**src/rtl/lru_pkg.sv**
```systemverilog
// ----------------------------------------------------------------------------
// lru_pkg
// Shared sizes, command codes and control types of the LRU replacement tracker.
// ----------------------------------------------------------------------------
package lru_pkg;

  // store geometry
  localparam int NUM_BLOCKS = 16;
  localparam int IDX_W      = 4;
  localparam int RANK_W     = IDX_W;
  localparam int LIMIT_W    = RANK_W + 1;
  localparam int CMD_W      = 2;

  // command codes of the input word
  localparam logic [CMD_W-1:0] CMD_REPLACE = 2'd0;
  localparam logic [CMD_W-1:0] CMD_ACCESS  = 2'd1;
  localparam logic [CMD_W-1:0] CMD_INVAL   = 2'd2;

  // status codes of the result word
  localparam logic STATUS_OK      = 1'b0;
  localparam logic STATUS_INVALID = 1'b1;

  // controller to datapath commands
  typedef struct packed {
    logic load;    // capture the input word
    logic search;  // pick the block and the aging limit
    logic update;  // apply the recency update and launch the result
  } lru_ctl_t;

endpackage

```
**src/rtl/lru_ctrl.sv**
```systemverilog
// ----------------------------------------------------------------------------
// lru_ctrl
// Sequencer of the tracker: accept, search, update, one word at a time.
// ----------------------------------------------------------------------------
module lru_ctrl (
  input  logic              clk,
  input  logic              rst_n,
  input  logic              start,
  output logic              busy,
  output lru_pkg::lru_ctl_t ctl
);

  typedef enum logic [2:0] {
    ST_IDLE   = 3'b001,
    ST_SEARCH = 3'b010,
    ST_UPDATE = 3'b100
  } state_t;

  state_t state_r, state_nxt;

  // next state
  always_comb begin
    state_nxt = state_r;
    unique case (state_r)
      ST_IDLE:   if (start) state_nxt = ST_SEARCH;
      ST_SEARCH: state_nxt = ST_UPDATE;
      ST_UPDATE: state_nxt = ST_IDLE;
      default:   state_nxt = ST_IDLE;
    endcase
  end

  // state register
  always_ff @(posedge clk) begin
    if (!rst_n) begin
      state_r <= ST_IDLE;
    end else begin
      state_r <= state_nxt;
    end
  end

  // commands to the datapath
  assign busy       = (state_r != ST_IDLE);
  assign ctl.load   = (state_r == ST_IDLE) && start;
  assign ctl.search = (state_r == ST_SEARCH);
  assign ctl.update = (state_r == ST_UPDATE);

`ifndef SYNTH
  // an accepted word keeps the block busy through the search and update states
  a_busy_span: assert property (@(posedge clk) disable iff (!rst_n)
    (start && !busy) |=> busy ##1 busy ##1 !busy)
    else $error("busy span after accept is wrong");

  // search always follows a load
  a_search_after_load: assert property (@(posedge clk) disable iff (!rst_n)
    ctl.load |=> ctl.search)
    else $error("search did not follow load");
`endif

endmodule

```
**src/rtl/lru_dp.sv**
```systemverilog
// ----------------------------------------------------------------------------
// lru_dp
// Valid marks, recency ranks, block selection and result registers.
// ----------------------------------------------------------------------------
module lru_dp (
  input  logic                        clk,
  input  logic                        rst_n,
  input  lru_pkg::lru_ctl_t           ctl,
  input  logic [lru_pkg::CMD_W-1:0]   in_cmd,
  input  logic [lru_pkg::IDX_W-1:0]   in_block_index,
  output logic                        out_valid,
  output logic [lru_pkg::IDX_W-1:0]   out_chosen_block,
  output logic                        out_from_free,
  output logic                        out_status
);

  localparam int N = lru_pkg::NUM_BLOCKS;
  localparam logic [lru_pkg::RANK_W-1:0] RANK_OLDEST = lru_pkg::RANK_W'(N - 1);

  // captured input word
  logic [lru_pkg::CMD_W-1:0]   op_r;
  logic [lru_pkg::IDX_W-1:0]   idx_r;

  // tracker state
  logic [N-1:0]                valid_r;
  logic [lru_pkg::RANK_W-1:0]  rank_r [N];

  // search results
  logic [lru_pkg::IDX_W-1:0]   chosen_r, chosen_nxt;
  logic                        free_r, free_nxt;
  logic                        status_r, status_nxt;
  logic [lru_pkg::LIMIT_W-1:0] limit_r, limit_nxt;
  logic                        upd_r, upd_nxt;
  logic                        clr_r, clr_nxt;

  // result registers
  logic                        out_valid_r;
  logic [lru_pkg::IDX_W-1:0]   out_chosen_r;
  logic                        out_free_r;
  logic                        out_status_r;
  logic [lru_pkg::CMD_W-1:0]   out_op_r;

  logic                        has_free;
  logic [lru_pkg::IDX_W-1:0]   free_idx;
  logic [lru_pkg::IDX_W-1:0]   lru_idx;

  // capture the word on accept
  always_ff @(posedge clk) begin
    if (ctl.load) begin
      op_r  <= in_cmd;
      idx_r <= in_block_index;
    end
  end

  // lowest invalid block and the oldest valid block
  always_comb begin
    has_free = 1'b0;
    free_idx = '0;
    lru_idx  = '0;
    for (int i = N - 1; i >= 0; i--) begin
      if (!valid_r[i]) begin
        has_free = 1'b1;
        free_idx = lru_pkg::IDX_W'(i);
      end
      if (valid_r[i] && (rank_r[i] == RANK_OLDEST)) begin
        lru_idx = lru_pkg::IDX_W'(i);
      end
    end
  end

  // decide block, flags and aging limit
  always_comb begin
    chosen_nxt = idx_r;
    free_nxt   = 1'b0;
    status_nxt = lru_pkg::STATUS_OK;
    limit_nxt  = '0;
    upd_nxt    = 1'b0;
    clr_nxt    = 1'b0;
    unique case (op_r)
      lru_pkg::CMD_REPLACE: begin
        upd_nxt = 1'b1;
        if (has_free) begin
          chosen_nxt = free_idx;
          free_nxt   = 1'b1;
          limit_nxt  = lru_pkg::LIMIT_W'(N);
        end else begin
          chosen_nxt = lru_idx;
          limit_nxt  = {1'b0, rank_r[lru_idx]};
        end
      end
      lru_pkg::CMD_ACCESS: begin
        if (valid_r[idx_r]) begin
          upd_nxt   = 1'b1;
          limit_nxt = {1'b0, rank_r[idx_r]};
        end else begin
          status_nxt = lru_pkg::STATUS_INVALID;
        end
      end
      lru_pkg::CMD_INVAL: begin
        clr_nxt = 1'b1;
      end
      default: begin
      end
    endcase
  end

  always_ff @(posedge clk) begin
    if (ctl.search) begin
      chosen_r <= chosen_nxt;
      free_r   <= free_nxt;
      status_r <= status_nxt;
      limit_r  <= limit_nxt;
      upd_r    <= upd_nxt;
      clr_r    <= clr_nxt;
    end
  end

  // recency update and invalidate-all
  always_ff @(posedge clk) begin
    if (!rst_n) begin
      valid_r <= '0;
      for (int i = 0; i < N; i++) begin
        rank_r[i] <= '0;
      end
    end else if (ctl.update) begin
      if (clr_r) begin
        valid_r <= '0;
        for (int i = 0; i < N; i++) begin
          rank_r[i] <= '0;
        end
      end else if (upd_r) begin
        for (int i = 0; i < N; i++) begin
          if (lru_pkg::IDX_W'(i) == chosen_r) begin
            rank_r[i]  <= '0;
            valid_r[i] <= 1'b1;
          end else if (valid_r[i] && ({1'b0, rank_r[i]} < limit_r)) begin
            rank_r[i] <= rank_r[i] + 1'b1;
          end
        end
      end
    end
  end

  // result strobe
  always_ff @(posedge clk) begin
    if (!rst_n) begin
      out_valid_r <= 1'b0;
    end else begin
      out_valid_r <= ctl.update;
    end
  end

  // result word
  always_ff @(posedge clk) begin
    if (ctl.update) begin
      out_chosen_r <= chosen_r;
      out_free_r   <= free_r;
      out_status_r <= status_r;
      out_op_r     <= op_r;
    end
  end

  assign out_valid        = out_valid_r;
  assign out_chosen_block = out_chosen_r;
  assign out_from_free    = out_free_r;
  assign out_status       = out_status_r;

`ifndef SYNTH
  // a block handed out from the free pool is valid afterwards
  a_free_now_valid: assert property (@(posedge clk) disable iff (!rst_n)
    (out_valid && out_from_free) |-> valid_r[out_chosen_block])
    else $error("freshly allocated block is not valid");

  // the chosen block of a replace or good access is the most recent
  a_chosen_mru: assert property (@(posedge clk) disable iff (!rst_n)
    (out_valid && (out_status == lru_pkg::STATUS_OK) &&
     ((out_op_r == lru_pkg::CMD_REPLACE) || (out_op_r == lru_pkg::CMD_ACCESS)))
    |-> (rank_r[out_chosen_block] == '0))
    else $error("chosen block is not most recent");

  // invalidate-all leaves no valid block
  a_clear_empty: assert property (@(posedge clk) disable iff (!rst_n)
    (out_valid && (out_op_r == lru_pkg::CMD_INVAL)) |-> (valid_r == '0))
    else $error("valid marks survive invalidate-all");
`endif

endmodule

```
**src/rtl/lru_replacement_tracker.sv**
```systemverilog
// A command accepted in idle passes through the search and update states over
// the rank registers; its result strobe is registered from the update state,
// and the result is on the out_ ports for one cycle. Busy is high from accept
// until the update is done, and a new command is taken only back in idle.
// Reset: synchronous, active low; all blocks invalid, ranks zero, no result.
// ----------------------------------------------------------------------------
// lru_replacement_tracker
// LRU replacement tracker for a fully associative store of sixteen blocks.
// ----------------------------------------------------------------------------
module lru_replacement_tracker (
  input  logic                        clk,
  input  logic                        rst_n,
  input  logic                        start,
  output logic                        busy,
  input  logic [lru_pkg::CMD_W-1:0]   in_cmd,
  input  logic [lru_pkg::IDX_W-1:0]   in_block_index,
  output logic                        out_valid,
  output logic [lru_pkg::IDX_W-1:0]   out_chosen_block,
  output logic                        out_from_free,
  output logic                        out_status
);

  lru_pkg::lru_ctl_t ctl;

  // sequencer
  lru_ctrl u_ctrl (
    .clk   (clk),
    .rst_n (rst_n),
    .start (start),
    .busy  (busy),
    .ctl   (ctl)
  );

  // state and selection
  lru_dp u_dp (
    .clk              (clk),
    .rst_n            (rst_n),
    .ctl              (ctl),
    .in_cmd           (in_cmd),
    .in_block_index   (in_block_index),
    .out_valid        (out_valid),
    .out_chosen_block (out_chosen_block),
    .out_from_free    (out_from_free),
    .out_status       (out_status)
  );

endmodule

```
**config.mk**
```make
export PLATFORM = sky130hd
export DESIGN_NAME = lru_replacement_tracker
export DESIGN_NICKNAME = d
export VERILOG_FILES = /design/src/rtl/lru_pkg.sv /design/src/rtl/lru_ctrl.sv /design/src/rtl/lru_dp.sv /design/src/rtl/lru_replacement_tracker.sv
export SDC_FILE = /design/constraint.sdc
export NUM_CORES = 1
export LEC_CHECK = 0
export BUFFER_PORTS_ARGS = -buffer_cell sky130_fd_sc_hd__buf_2
export CAP_MARGIN = 20
export CORE_ASPECT_RATIO = 0.8
export CORE_MARGIN = 5
export CORE_UTILIZATION = 43
export CTS_CLUSTER_SIZE = 25
export DETAILED_ROUTE_END_ITERATION = 16
export SLEW_MARGIN = 0
export SYNTH_ARGS = -nofsm -noshare
export SYNTH_HDL_FRONTEND = slang
export SYNTH_SLANG_ARGS = --single-unit
export TNS_END_PERCENT = 1
```
**constraint.sdc**
```tcl
create_clock -name clk -period 2.43 [get_ports clk]
set_input_delay 0.486 -clock clk [delete_from_list [all_inputs] [get_ports clk]]
set_output_delay 0.486 -clock clk [all_outputs]
set_load 0.1 [all_outputs]
```
# == Yosys cells after proc, flatten, opt, wreduce, memory -nomap -nowiden ==
# Memory sizes are Yosys's and may differ from the RTL's. A register that Yosys moved wholly into a read port is not among the register bits.
# Cells that the tools add are included.
# totals
register_bits,45
mem_bits_rw,64
in_bits,9
output_inout_bits,8
word_cells,559
mem_count,1
# op_classes
addsub,16
n_lt_le_gt_ge,17
eq_ne,38
n_mux,342
bitwise_logic,48
reduce_logical,68
# memory_table
memory,depth,width,rd,rd_clocked_by_memory_dff,wr,line,source
u_dp.rank_r,16,4,18,1,16,lru_dp.sv:26,logic [lru_pkg::RANK_W-1:0] rank_r [N];
# ops
op,n
two-way mux 4 bit,84
two-way mux 1 bit,250
less-than comparator 4 x 5 -> 1 bit,16
adder 4 x 1 -> 4 bit (second input constant),16
== test 4 bit (second input constant),16
OR 1 bit,48
AND reduction 3 bit,16
nonzero test 2 bit,17
logical AND 1 bit,33
== test 4 bit (first input constant),8
two-way mux 16 bit,2
== test 3 x 4 -> 1 bit (first input constant),4
one-hot mux 5 bit (2 select lines),1
== test 2 x 4 -> 1 bit (first input constant),2
one-hot mux 3 bit (2 select lines),1
less-than comparator 4 x 5 -> 1 bit (second input constant),1
two-way mux 5 bit,1
binary-select mux 1 bit (select 4 bit),1
== test 1 x 4 -> 1 bit (first input constant),1
logical NOT 4 bit,1
== test 3 x 1 -> 1 bit (second input constant),1
== test 3 x 2 -> 1 bit (second input constant),1
== test 3 bit (second input constant),1
two-way mux 3 bit,1
6 further kinds,6

# == Longest topological paths before layout ==
# An unclocked memory read counts as a cell.
# depth
depth_word,22
depth_mapped,10
ltp_nobuf,9

# == Cells and area by module ==
# Synthesis repeated with hierarchy kept, for this count alone.
# hier_totals
cells_unflattened,705
area_unflattened_um2,7538.5
# modules_own_cells
module,instances,cells_per_inst,area_each_um2,seq_area_each_um2
lru_dp,1,690,7390.8,3093.0
lru_ctrl,1,15,147.6,60.1

# == Worst setup path after synthesis ==
# No wires, ideal clock.
# synth_timing
path_type,register -> register
startpoint,memory u_dp.rank_r[3][0] (netlist bit)
endpoint,register u_dp.limit_r[2] (netlist bit) (data pin)
setup_time_ns,0.167
arrival_time_ns,2.226
required_time_ns,2.263
path_slack_ns,0.037
stages_incl_launch_ff,10
path_buffers,1
synth_period_minus_slack_ns,2.393
path_cell_list,edfxtp_1 -> ha_1 -> and4_1 -> a21bo_2 -> nand4b_1 -> o211ai_1 -> buf_4 -> mux2i_1 -> a22oi_1 -> a211oi_1
# synth_rtl
element,line,source
from (decl),lru_dp.sv:26,
to (signal assigned),lru_dp.sv:112,limit_r <= limit_nxt;
to (decl),lru_dp.sv:32,"logic [lru_pkg::LIMIT_W-1:0] limit_r, limit_nxt;"

==> impl_metrics.py <==
metrics = {
    "clock_tree": {
        "cts-root-buf": "clkbuf_16",
        "htreeDepth": 4,
        "cts_made_buffers": 17,
        "cts_num_sinks": 113,
        "cts.clk_slew.worst_paths_ns": 0.06,
        "cts_hold_buf": 0,
        "clock_path_buffers": 2,
        "insertion_delay_ns": 0.43,
        "cts_tree": "built",
    },
    "setup_path": {
        "required_ns": 2.59,
        "rr_endpoint": "u_dp.limit_r[0]",
        "cp.depth": 12,
        "crit_chain": "ha_2 -> and4_4 -> o211ai_1 -> buf_4 -> a311oi_4 -> nor2_4 -> buf_6 -> buf_12 -> mux2i_1 -> mux2i_1 -> a22oi_1 -> a31oi_1",
        "critPathTopFamily": "compound AO/OA/AOI/OAI gates",
        "crit_fanout": 7,
        "critPathBufInv": 3,
        "crit_start": "u_dp.rank_r[14][1]",
        "cpMostUsedCell": "mux2i_1",
        "r2r_start": "u_dp.rank_r[14][1]",
        "r2r_setup_slack_ns": -0.12,
        "path_class": "reg2reg",
        "cp_data_arrival_time_ns": 2.72,
        "worstSetupStartpointType": "flop",
        "end_kind": "flop",
        "critPathMaxStageDelay_ns": 0.38,
        "cpMaxStageDelayCell": "edfxtp_1",
        "rr_worst_depth": 12,
        "crit_path_end": "u_dp.limit_r[0]",
    },
    "synth": {
        "syn-num-nets": 773,
        "async_flop_share_pct": 0,
        "synth.distinct_cells": 66,
        "synth.largest_area_cell": "edfxtp_1",
        "synth_edf_count": 89,
        "seq_area_frac_synth_pct": 41.8,
        "ys.flop_type": "edfxtp_1",
        "ys_seq_elements": 113,
        "synthCells": 700,
        "synth_commonest_cells": "edfxtp_1 (89), nor2_1 (87), ha_1 (64)",
        "syn_area_per_cell_um2": 10.8,
        "synth_top_area_share_pct": 35.4,
        "synth_area_um2": 7550,
        "yosys.cell_count.top_type": "edfxtp_1",
        "synth_warnings": 0,
        "synthTopCellsByArea": "edfxtp_1 (35%), ha_1 (11%), mux4_2 (7.2%)",
    },
    "timing": {
        "rsz0062_at_grt": "true",
        "fin_setup_tns_ns": -0.396,
        "whs_ns": 0.231,
        "relSlewSlack_pct": 58.4,
        "setup_violations": 4,
        "clock_skew_ns": 0.00933,
        "min_period_ns": 2.55,
        "hold_viol": 0,
        "tightest_slew_ns": 0.623,
        "finalMaxSlewViolations": 0,
        "fmax_mhz": 392,
        "worst_slack_ns": -0.124,
        "period_share_pct": 105,
    },
    "power_and_ir_drop": {
        "power_density_nw_per_um2": 539,
        "peakVddDrop_mv": 0.461,
        "leakage_nw": 4.24,
        "p_switching_mw": 1.27,
        "pwr-share-clk_pct": 47.2,
        "sw_frac_of_total_pct": 24.6,
        "internal-power_mw": 3.90,
        "pwr-share-comb_pct": 10.3,
        "power.share.sequential_pct": 42.6,
        "p_total_mw": 5.17,
    },
    "drt": {
        "ant_nets": 0,
        "wl_per_cell_um": 21.5,
        "num_vias": 6412,
        "dr.pass1.iters": 6,
        "vias_per_cell": 5.88,
        "first_iter_violations": 765,
        "routed_wl_um": 23400,
        "drc": 0,
    },
    "cells_and_area": {
        "final_cells": 1090,
        "nets": 925,
        "synthToLayoutAreaGrowth_pct": 27.0,
        "utilization_pct": 55.5,
        "n_antenna_cell": 0,
        "drive_above_1_share_pct": 28.9,
        "stdcell_area_um2": 9590,
    },
    "die": {
        "fp.dieW_um": 158,
        "io_pins": 17,
        "start_util_pct": 43.7,
        "die_height_um": 129,
        "dieArea_um2": 20300,
        "core_area_um2": 17300,
        "rows": 43,
    },
    "grt": {
        "grt_pass1_wl_um": 36400,
        "grt_antenna_before_repair": 1,
        "grt_overflow": 0,
        "gr-usage-all-layers_pct": 24.0,
        "grt_pass1_vias": 6495,
        "grt_max_degree": 19,
    },
    "placement": {
        "routabilityCongestion": 0.954,
        "pre_cts_ws_ns": -0.260,
        "port_buffers": 16,
        "dp_hpwl_um": 17700,
        "placed_cells": 1048,
        "place_area_um2": 8840,
    },
    "outcome": {
        "status": "finished, violations left",
        "violations": "negative setup slack",
    },
    "flow_run": {
        "maxCapViolations": 0,
    },
    "hold_path": {
        "hold_path_class": "in2reg",
        "hp-start": "in_cmd[0]",
    },
}
## worst min-delay path by stage
stage                                     to  slack (ns)  cells after the start
after global routing            u_dp.op_r[0]        0.22                      1
after global placement    u_dp.out_from_free        0.40                      0
after CTS                       u_dp.op_r[0]        0.22                      1
after floorplan           u_dp.out_from_free        0.40                      0
final                           u_dp.op_r[0]        0.23                      1
after detailed placement  u_dp.out_from_free        0.41                      0
## layout by cell type, fill, tap and decap left out, types with 3 or more instances in the layout
cell type and n:
buf_4 132, edfxtp_1 89, nor2_1 86, ha_1 58
a21oi_1 43, nand3_1 41, nand2_1 33, a21o_1 32
inv_1 27, mux4_2 24, dfxtp_1 24, mux2i_1 23
nand4_1 22, nand2b_1 19, clkbuf_16 17, xnor2_1 16
xor2_1 16, buf_2 16, o2111ai_1 13, o21ai_0 11
o211ai_1 9, nor2b_1 6, ha_2 6, and2_1 5
a31oi_1 5, nor3_1 5, mux2_2 5, clkinvlp_4 5
buf_12 5, and3_1 4, clkinv_2 3, clkinv_4 3
## power groups by stage
stage,Sequential [mW],Combinational (mW),Clock [mW]
finish,2.20,0.531,2.44
CTS,2.20,0.524,2.46
global placement,2.24,0.506,0
detailed placement,2.24,0.517,0
global route,2.21,0.575,2.56
floorplan,2.24,0.314,0
## worst register-to-register path: cells and delay by family, from the launching register on
| kind | cells | cell delay [ns] |
|---|---|---|
| muxes | 2 | 0.27 |
| adders and majority gates | 1 | 0.21 |
| and+or+nand+nor | 2 | 0.31 |
| AOI/OAI and AO/OA | 4 | 0.70 |
| buffers and inverters | 3 | 0.42 |
| DFF | 1 | 0.38 |
## final cells by class
type	count	area [um^2]
clock buffers	18	429
clock inverters	14	143
fillers	1482	7680
inverters	28	105
multi-input cells	536	4260
flip-flops and latches	113	3150
well taps	225	282
repair buffers	156	1220
## timing repair
action	CTS	global route
resized for setup	19	5
pin swaps	15	3
buffers inserted	10	0
setup endpoints to repair	4	4
cloned	1	0
## cell families after synthesis
group	after synthesis	share of synthesized area, %
fa+ha+maj	64	10.6
compound gates	134	11.9
xor+xnor	32	3.71
simple gates	252	17.6
buf+inv	51	2.95
flops	113	41.8
mux	54	11.5
## per-layer routing
layer  GRT usage [%]  part of all wire, %  up-vias
met5               0                0.056        -
met4            9.78                  3.7        2
met3            6.25                  9.6       69
met2            36.8                   45      310
met1            32.5                   42     3074
li1                -                    -     2957
## flip-flops by register name (all words and copies together), names as in the netlist, named ones only
register	count
u_dp.out_from_free	1
u_dp.status_r	1
u_dp.valid_r	16
u_dp.limit_r	5
u_dp.out_valid	1
u_dp.clr_r	1
u_dp.chosen_r	4
u_dp.out_chosen_block	4
u_dp.op_r	2
u_dp.upd_r	1
u_dp.free_r	1
u_dp.idx_r	4
u_dp.rank_r	64
u_dp.out_status	1
u_ctrl.state_r	3
Note: power is estimated with default switching activity, not from simulation.
